## src/int128_alu_macros.svh

```systemverilog
// assertion macros for the int128 alu
`ifndef INT128_ALU_MACROS_SVH
`define INT128_ALU_MACROS_SVH
`ifndef SYNTHESIS
`define IA_ASSERT(lbl, prop) \
    lbl: assert property (@(posedge aclk) disable iff (!aresetn) prop) \
        else $error("int128_alu check failed");
`define IA_ASSERT_RST(lbl, prop) \
    lbl: assert property (@(posedge aclk) prop) \
        else $error("int128_alu reset check failed");
`else
`define IA_ASSERT(lbl, prop)
`define IA_ASSERT_RST(lbl, prop)
`endif
`endif

```

## src/ia_pkg.sv

```systemverilog
// shared types and constants of the int128 alu
package ia_pkg;

    localparam int WORD_BITS_DEF = 128;
    localparam int HALF_BITS     = 64;
    localparam int SHIFT_BITS    = 7;
    localparam int OPCODE_BITS   = 4;

    typedef enum logic [OPCODE_BITS-1:0] {
        OP_ADD  = 4'd0,
        OP_SUB  = 4'd1,
        OP_MUL  = 4'd2,
        OP_DIV  = 4'd3,
        OP_AND  = 4'd4,
        OP_OR   = 4'd5,
        OP_XOR  = 4'd6,
        OP_NOT  = 4'd7,
        OP_SHL  = 4'd8,
        OP_SAR  = 4'd9,
        OP_ROL1 = 4'd10,
        OP_ROR1 = 4'd11
    } ia_opcode_t;

    typedef enum logic [1:0] {
        MODE_PASS,
        MODE_MUL,
        MODE_DIV
    } ia_mode_t;

    typedef struct packed {
        logic     valid;
        ia_mode_t mode;
        logic     neg;
        logic     dz;
    } ia_ctl_t;

endpackage

```

## src/ia_cell.sv

```systemverilog
// one step cell: a shift-add bit of the multiply or a restoring bit of the divide; in pass mode it only registers
module ia_cell #(
    parameter int WORD_BITS = ia_pkg::WORD_BITS_DEF
) (
    input  logic                 aclk,
    input  logic                 aresetn,
    input  logic                 en,
    input  ia_pkg::ia_ctl_t      ctl_i,
    input  logic [WORD_BITS-1:0] acc_i,
    input  logic [WORD_BITS-1:0] x_i,
    input  logic [WORD_BITS-1:0] y_i,
    output ia_pkg::ia_ctl_t      ctl_o,
    output logic [WORD_BITS-1:0] acc_o,
    output logic [WORD_BITS-1:0] x_o,
    output logic [WORD_BITS-1:0] y_o
);

    ia_pkg::ia_ctl_t      ctl_reg;
    logic [WORD_BITS-1:0] acc_reg, acc_next;
    logic [WORD_BITS-1:0] x_reg, x_next;
    logic [WORD_BITS-1:0] y_reg, y_next;
    logic [WORD_BITS-1:0] rem2;
    logic [WORD_BITS:0]   diff;
    logic                 ge;

    assign rem2 = {acc_i[WORD_BITS-2:0], x_i[WORD_BITS-1]};
    assign diff = {1'b0, rem2} - {1'b0, y_i};
    assign ge   = ~diff[WORD_BITS];

    always_comb begin
        acc_next = acc_i;
        x_next   = x_i;
        y_next   = y_i;
        unique case (ctl_i.mode)
            ia_pkg::MODE_MUL: begin
                acc_next = acc_i + (y_i[0] ? x_i : '0);
                x_next   = x_i << 1;
                y_next   = y_i >> 1;
            end
            ia_pkg::MODE_DIV: begin
                // quotient bits fill in from the bottom as the dividend leaves the top
                acc_next = ge ? diff[WORD_BITS-1:0] : rem2;
                x_next   = {x_i[WORD_BITS-2:0], ge};
            end
            default: begin
            end
        endcase
    end

    always_ff @(posedge aclk) begin
        if (!aresetn) begin
            ctl_reg <= '0;
        end else if (en) begin
            ctl_reg <= ctl_i;
        end
    end

    always_ff @(posedge aclk) begin
        if (en) begin
            acc_reg <= acc_next;
            x_reg   <= x_next;
            y_reg   <= y_next;
        end
    end

    assign ctl_o = ctl_reg;
    assign acc_o = acc_reg;
    assign x_o   = x_reg;
    assign y_o   = y_reg;

endmodule

```

## config.mk

```make
export PLATFORM = sky130hd
export DESIGN_NAME = ia_cell
export DESIGN_NICKNAME = d
export VERILOG_FILES = /design/src/int128_alu_macros.svh /design/src/ia_pkg.sv /design/src/ia_cell.sv
export SDC_FILE = /design/constraint.sdc
export NUM_CORES = 1
export LEC_CHECK = 0
export ABC_CLOCK_PERIOD_IN_PS = 4250
export BUFFER_PORTS_ARGS = -buffer_cell sky130_fd_sc_hd__buf_2
export CELL_PAD_IN_SITES_DETAIL_PLACEMENT = 2
export CELL_PAD_IN_SITES_GLOBAL_PLACEMENT = 2
export CORE_MARGIN = 2
export CORE_UTILIZATION = 33
export CTS_BUF_LIST = sky130_fd_sc_hd__clkbuf_4 sky130_fd_sc_hd__clkbuf_8 sky130_fd_sc_hd__clkbuf_16
export CTS_CLUSTER_DIAMETER = 60
export DETAILED_ROUTE_END_ITERATION = 10
export MAX_ROUTING_LAYER = met4
export PLACE_DENSITY_LB_ADDON = 0.1
export SLEW_MARGIN = 40
export SYNTH_ARGS = -nofsm -noshare
export SYNTH_HDL_FRONTEND = slang
export SYNTH_SLANG_ARGS = --single-unit
export TNS_END_PERCENT = 10
```

## constraint.sdc

```tcl
create_clock -name aclk -period 4.25 [get_ports aclk]
set_input_delay 0.2125 -clock aclk [delete_from_list [all_inputs] [get_ports aclk]]
set_output_delay 0.2125 -clock aclk [all_outputs]
set_load 0.02 [all_outputs]
```

# After elaboration in Yosys (flattened, before gate mapping)
# Cells that the tools add are included.
dict set report totals {
  word_cells 18
  register_bits 389
}
dict set report classes {
  muxes 5
  addsub 2
  eq_ne 2
  n_bitwise 1
}
# op n
set op_table {}
lappend op_table {{$pmux 128 s2} 2}
lappend op_table {{$mux 128} 2}
lappend op_table {{$sub 128x128->129} 1}
lappend op_table {{$add 128x128->128} 1}
lappend op_table {{$mux 127} 1}
lappend op_table {{$eq 2x1->1 const B} 1}
lappend op_table {{$eq 2x2->1 const B} 1}
lappend op_table {{$not 1->1} 1}

# Logic depth before layout (Yosys ltp)
# Gate-level depths: netlist of run 1.
dict set report depth {
  word_depth 3
  mapped_depth 18
  ltp_nobuf 16
}

# Least setup slack after synthesis of run 1
# OpenSTA, ideal clock, no wires.
dict set report synth_path {
  path_kind {input to register}
  from {input port y_i[0]}
  to {register acc_reg[120], in the netlist acc_o[120], data pin}
  cell_stages 15
  path_slack_ns 0.338
  arrival_ns 3.651
  setup_ns 0.261
  path_cell_list {clkbuf_1 -> clkbuf_1 -> and2_1 -> ha_1 -> buf_2 -> nand4_2 -> or4_1 -> or3_1 -> or4_1 -> o2111a_1 -> nor3_2 -> a21boi_1 -> o21ba_1 -> xnor2_1 -> a221o_1}
}
dict set report synth_between {
  elab_chain_cells 3
}
# element line_no
set synth_rtl {}
lappend synth_rtl {{start, declared} ia_cell.sv:11} ;# input logic [WORD_BITS-1:0] y_i,
lappend synth_rtl {{$sub 128x128->129 or $mux 128 (tied branches)} {ia_cell.sv:27, ia_cell.sv:36}}
lappend synth_rtl {{$mux 128 or $add 128x128->128 (tied branches)} {ia_cell.sv:42, ia_cell.sv:36}}
lappend synth_rtl {{$pmux 128 s2 (*)} ia_cell.sv:34} ;# unique case (ctl_i.mode)
lappend synth_rtl {{net acc_next[120]} ia_cell.sv:19} ;# logic [WORD_BITS-1:0] acc_reg, acc_next;
lappend synth_rtl {{end signal, assigned} ia_cell.sv:60} ;# acc_reg <= acc_next;
lappend synth_rtl {{end, declared} ia_cell.sv:19}
# The timed path passes the listed nets; every way through them passes the cells marked *.
# A chain may end at the register's enable or synchronous reset.

# Worst setup path in the final report of run 1
dict set report layout_path {
  from {input port x_i[17]}
  to {register acc_reg[86], in the netlist acc_o[86], data pin}
}
dict set report layout_between {
  elab_chain_cells 3
}
# element line_no
set layout_rtl {}
lappend layout_rtl {{start, declared} ia_cell.sv:10} ;# input logic [WORD_BITS-1:0] x_i,
lappend layout_rtl {{$mux 128} ia_cell.sv:36} ;# acc_next = acc_i + (y_i[0] ? x_i : '0);
lappend layout_rtl {{$add 128x128->128} ia_cell.sv:36}
lappend layout_rtl {{$pmux 128 s2} ia_cell.sv:34}
lappend layout_rtl {{net acc_next[86]} ia_cell.sv:19}
# The timed path passes the listed nets, and every way through them passes these cells.

==> impl_metrics.tcl, run 1 <==
set metrics [dict create \
    outcome "finished, violations left" \
    violations "setup timing" \
    crit_path_max_incr_delay_ns 0.55 \
    syn_area_sq_mm 0.0357 \
    start_kind "input port" \
    gp_congestion 1.01 \
    max-cap-violations 0 \
    antenna_found_initial 22 \
    cp_common_cell "o21ai_1" \
    drive_gt1_share_pct 29.7 \
    setup_violations 6 \
    total_power_w 0.0181 \
    rsz0062_at_grt "yes" \
    htreeDepth 2 \
    clockBufferDepth 3 \
    fin_ws_ns -0.112 \
    critPathCaptureType "flip-flop" \
    io_buffers 780 \
    hold_violations 0 \
    syn_inst 4249 \
    fp.dieW_um 333 \
    fin_crit_ns 4.36 \
    post_dp_cell_area_sq_mm 0.0467 \
    clock_sinks 389 \
    hold_ws_ns 0.0339 \
    fillCellCount 11500 \
    fmax_mhz 229 \
    design_area_sq_mm 0.0537 \
    dr.pass1.iters 6 \
    grt_pass1_wl_um 356000 \
    layout.nets 6745 \
    clock_latency_ns 0.68 \
    ant_nets 0 \
    grt_max_degree 158 \
    initialDrtViolationCount 3989 \
    dp_hpwl_um 167000 \
    die-area_sq_mm 0.111 \
    synth_warnings 0 \
    ioPinCount 781 \
    synthFlopType "edfxtp_1" \
    cts_buffers 60 \
    pre_cts_slack_ns -0.504 \
    area_growth_pct 50.6 \
    worst_pin_slew_ns 0.990 \
    ys_seq_area_share_pct 32.6 \
    period_share_pct 103 \
    slowest_stage "dlygate4sd3_1" \
    p_per_area_mw_per_mm2 336 \
    cts_root_buffer "clkbuf_16" \
    synth_edf_count 384 \
    finClkSkew_ns 0 \
    yosysUniqueCellTypes 96 \
    yosys.area.top_type "edfxtp_1" \
    routedWlPerCell_um 33.1 \
    synth_nets 4901 \
    crit_type "in -> reg" \
    ys_seq_elements 389 \
    hold_class "in -> reg" \
    postSynthAreaPerCell_sq_um 8.39 \
    cp.required_ns 4.66 \
    power.leakage_nw 24.0 \
    grt_pass1_vias 50900 \
    async_reset_ff_share_pct 0 \
    vdd_drop_max_mv 0.348 \
    drv_slew 0 \
    rows 120 \
    crit_chain "dlygate4sd3_1 > buf_2 > and2_1 > ha_1 > nand4_1 > or3_1 > nor2b_1 > o311ai_4 > a21oi_1 > o21ai_1 > o31ai_2 > nand2b_1 > o21ai_0 > buf_4 > xor2_1 > a222oi_1 > o21ai_1" \
    drc 0 \
    grt_usage_pct 44.2 \
    grt-ovfl-total 0 \
    cp.arrival_ns 4.77 \
    die_y_um 333 \
    path_max_fanout 7 \
    slew_headroom_pct 34.0 \
    vias 46600 \
    cts_tree "done" \
    start_util_pct 33.3 \
    final_util_pct 50.2 \
    via_per_inst 6.15 \
    totalWireLength_um 250000 \
    core-area_sq_mm 0.107 \
    yosysTopAreaCellShare_pct 32.3 \
    synth.area.top_cells "edfxtp_1 (32%), ha_1 (9.1%), a21oi_1 (5.9%)" \
    path_clk_slew_ns 0.06 \
]
[per-layer routing]
metal	wire, um	vias to the layer above	share of wire (%)	GRT usage (%)
met4	20600	0	8.2	30.2
li1	-	19600	-	-
met5	0	-	0	-
met3	17600	1029	7.0	7.70
met1	91400	23400	37	47.5
met2	121000	2555	48	74.3
[through the flow]
| stage | setup TNS (ns) | std cells |
|---|---|---|
| after floorplan | 0 | 4249 |
| after global placement | -25.11 | 6973 |
| after detailed placement | -22.88 | 6976 |
| after CTS | 0 | 7537 |
| after global routing | -1.75 | 7568 |
| final | -0.345 | 7571 |
[kinds of logic (layout without fill, tap and decap cells)]
kind of cell,after synthesis,count (layout),synth area share (%)
mux,95,95,2.69
fa+ha+maj,260,260,9.14
flops,389,389,32.6
other cells,0,24,0
simple gates,1227,1227,16.7
buf+inv,492,2387,5.39
compound gates,1553,1553,27.8
xor+xnor,233,233,5.72
[power by group]
part           switching, W  leakage, nW  internal [W]  total [W]
Sequential         0.000230         3.77       0.00474    0.00497
Clock               0.00246        0.977       0.00298    0.00544
Combinational       0.00472         19.2       0.00292    0.00764
Total               0.00741         24.0        0.0106     0.0181
[critical path: cells and delay by family]
kind            cells  cell delay (ns)
simple gates        5             1.57
fa+ha+maj           1             0.43
xor+xnor            1             0.09
compound gates      7             1.58
buf+inv             3             0.87
[flip-flops by register name, summed over array words and instances (netlist names)]
| name | cells |
|---|---|
| acc_o | 128 |
| x_o | 128 |
| ctl_o | 5 |
| y_o | 128 |
[final timing paths]
kind	startpoint	end	slack, ns	depth (start not counted)
worst max-delay path	x_i[17]	acc_o[86]	-0.11	17
worst min-delay path	y_i[24]	y_o[24]	0.03	3
worst max register to register	ctl_o[1]	ctl_o[1]	2.95	3
worst min register to register	ctl_o[4]	ctl_o[4]	0.54	2
[cell usage after synthesis (all sizes together), types with 8 or more instances]
master / n
nand2: 451
o21ai: 428
a21oi: 418
edfxtp: 384
ha: 259
clkbuf: 229
nor2: 220
inv: 215
and2: 152
xnor2: 148
nand4: 134
a22o: 127
a21o: 120
mux2i: 90
xor2: 85
a22oi: 79
o21bai: 76
nor3: 65
nand3: 56
buf: 47
a31oi: 42
o21a: 31
o211ai: 29
o31ai: 27
nand2b: 23
nor2b: 23
or3: 23
o221ai: 22
a211oi: 20
a21boi: 20
nor4: 20
and3: 19
a221oi: 17
a221o: 10
a32oi: 10
or2: 10
o31a: 9
and4: 8
or4: 8
[layout make-up]
class,count,area (sq um),area share (%)
antenna,24,60.1,0.112
clock buffer,72,1650,3.06
clock inverter,41,369,0.687
inverter,216,811,1.51
multi-input combinational,3368,22600,42.0
sequential,389,11600,21.7
tap,1403,1760,3.27
timing repair buffer,2058,14900,27.7
[layout by cell type (no fill, tap or decap), drive strengths merged, types with 20 or more instances in the layout]
master	count
nand3	56
and2	152
clkbuf	73
dlygate4sd3	448
mux2i	90
o211ai	29
o221ai	22
xor2	85
a21o	120
nand2b	23
nor4	20
a211oi	20
nand2	451
inv	228
ha	259
edfxtp	384
diode	24
o21bai	76
nand4	134
nor3	65
or3	23
xnor2	148
a31oi	42
a21boi	20
buf	1609
o31ai	27
a21oi	418
a22o	127
nor2b	23
o21a	31
a22oi	79
nor2	220
o21ai	428
[timing repair]
item / in CTS / in global routing
setup buffers: 0 / 9
hold buffers: 448 / 0
setup endpoints to repair: 0 / 129
resized for setup: 0 / 69
hold endpoints to repair: 336 / 0
Power figures use the tool's default switching activity.
==> run 2: changes to the inputs <==
--- a/config.mk
+++ b/config.mk
@@ -15,7 +15,7 @@
 export CTS_CLUSTER_DIAMETER = 60
 export DETAILED_ROUTE_END_ITERATION = 10
 export MAX_ROUTING_LAYER = met4
-export PLACE_DENSITY_LB_ADDON = 0.1
+export PLACE_DENSITY = 0.8
 export SLEW_MARGIN = 40
 export SYNTH_ARGS = -nofsm -noshare
 export SYNTH_HDL_FRONTEND = slang
==> run 2 against run 1 <==
Compared with the run above: the run still ends with setup timing left; register-to-register slack improved by 0.04 ns; power up 4.8%; first-iteration DRC count increased by 9.5%; critical endpoint is now acc_o[88]; cell area down 0.93%; setup slack better by 0.0091 ns; clock-buffer cell count up 9; die area stayed put; final cell count is 1.3% lower.
==> impl_metrics.tcl, run 2 (synthesis results as in run 1) <==
set metrics [dict create \
    clockBufferDepth 3 \
    rows 120 \
    core-area_sq_mm 0.107 \
    start_util_pct 33.3 \
    dp_hpwl_um 171000 \
    initialDrtViolationCount 4367 \
    die_y_um 333 \
    area_growth_pct 49.2 \
    gp_congestion 0.975 \
    ant_nets 0 \
    crit_type "in -> reg" \
    drc 0 \
    slowest_stage "dlygate4sd3_1" \
    cts_buffers 70 \
    finClkSkew_ns 0 \
    pre_cts_slack_ns -0.564 \
    fin_ws_ns -0.103 \
    path_max_fanout 4 \
    io_buffers 780 \
    fp.dieW_um 333 \
    die-area_sq_mm 0.111 \
    p_per_area_mw_per_mm2 356 \
    setup_violations 16 \
    cp.required_ns 4.59 \
    cp_common_cell "and3_1" \
    via_per_inst 6.34 \
    layout.nets 6651 \
    p_clk_share_pct 32.9 \
    max-cap-violations 0 \
    grt-ovfl-total 0 \
    slew_headroom_pct 39.5 \
    start_kind "input port" \
    p_comb_share_pct 40.8 \
    totalWireLength_um 261000 \
    post_dp_cell_area_sq_mm 0.0464 \
    swShare_pct 40.9 \
    grt_max_degree 181 \
    clock_latency_ns 0.67 \
    cp.arrival_ns 4.69 \
    drive_gt1_share_pct 29.9 \
    power.leakage_nw 23.7 \
    grt_usage_pct 46.3 \
    ioPinCount 781 \
    layout_commonest_cell "buf_2" \
    fmax_mhz 230 \
    outcome "finished, violations left" \
    period_share_pct 102 \
    routedWlPerCell_um 34.9 \
    hold_ws_ns 0.00247 \
    final_util_pct 49.7 \
    antenna_found_initial 23 \
    violations "setup timing" \
    vias 47400 \
    mostFrequentLayoutCells "buf_2 (778), buf_4 (767), nand2_1 (447)" \
    critPathCaptureType "flip-flop" \
    rsz0062_at_grt "yes" \
    dr.pass1.iters 8 \
    clock_sinks 389 \
    cts_root_buffer "clkbuf_16" \
    drv_slew 0 \
    hold_violations 0 \
    power.switching_w 0.00774 \
    crit_path_max_incr_delay_ns 0.56 \
    p_seq_share_pct 26.3 \
    worst_pin_slew_ns 0.900 \
    path_clk_slew_ns 0.06 \
    fin_crit_ns 4.35 \
    grt_pass1_wl_um 369000 \
    vdd_drop_max_mv 0.335 \
    finalSetupTns_ns -0.462 \
    crit_chain "dlygate4sd3_1 > buf_2 > and2_1 > ha_1 > buf_4 > and3_1 > and3_1 > o211ai_1 > and3_1 > a21oi_1 > nor3_1 > buf_4 > o31a_1 > o21ai_4 > a21boi_1 > or4b_1 > nand4_1 > o211ai_1" \
    grt_pass1_vias 52100 \
    cts_tree "done" \
    hold_class "in -> reg" \
    internal_power_w 0.0112 \
    htreeDepth 3 \
    design_area_sq_mm 0.0532 \
]
==> run 2: worst max-delay path, delay by kind of cell <==
| kind | cells | cell delay, ns |
|---|---|---|
| buffers and inverters | 4 | 1.03 |
| AND/OR/NAND/NOR | 7 | 1.76 |
| adder cells (fa/ha/maj) | 1 | 0.36 |
| AO/OA/AOI/OAI | 6 | 1.33 |
==> run 2: metal layers <==
metal	track usage [%]	vias up	wire length, um
met5	-	-	0
met4	36.7	0	25300
li1	-	19400	-
met3	9.81	1320	19900
met2	77.6	3011	125000
met1	47.0	23700	90700
==> run 2: power groups by stage <==
| stage | registers [W] | clock network, W | logic [W] |
|---|---|---|---|
| after CTS | 0.00490 | 0.00596 | 0.00701 |
| after floorplan | 0.00547 | 0 | 0.00281 |
| after detailed placement | 0.00496 | 0 | 0.00659 |
| final | 0.00499 | 0.00622 | 0.00772 |
| after global routing | 0.00499 | 0.00633 | 0.00795 |
| after global placement | 0.00492 | 0 | 0.00638 |
==> run 2: cell type report <==
cell class	count	area [sq um]
Tap cell	1403	1760
Multi-Input combinational cell	3368	22600
Clock inverter	45	434
Clock buffer	81	1920
Antenna cell	20	50.0
Fill cell	11600	53800
Sequential cell	389	11600
Timing Repair Buffer	1954	14000
Inverter	216	811
==> run 2: final timing paths <==
kind	depth (start not counted)	from	slack (ns)	end
worst min-delay path	3	y_i[66]	0.002	y_o[66]
worst min register to register	2	ctl_o[1]	0.56	ctl_o[1]
worst max register to register	3	ctl_o[0]	2.99	ctl_o[0]
worst max-delay path	18	x_i[22]	-0.10	acc_o[88]
==> run 2: per-stage QoR <==
step / cells / power [W]
detailed placement: 6937 / 0.0116
finish: 7476 / 0.0189
floorplan: 4249 / 0.00828
global placement: 6937 / 0.0113
CTS: 7439 / 0.0179
global route: 7473 / 0.0193
==> run 2: repair_timing <==
action | 4_1_cts | 5_1_grt
resized for setup | 0 | 82
hold buffers | 376 | 1
setup buffers | 0 | 11
endpoints found under the hold margin | 267 | 20
setup endpoints to repair | 0 | 123
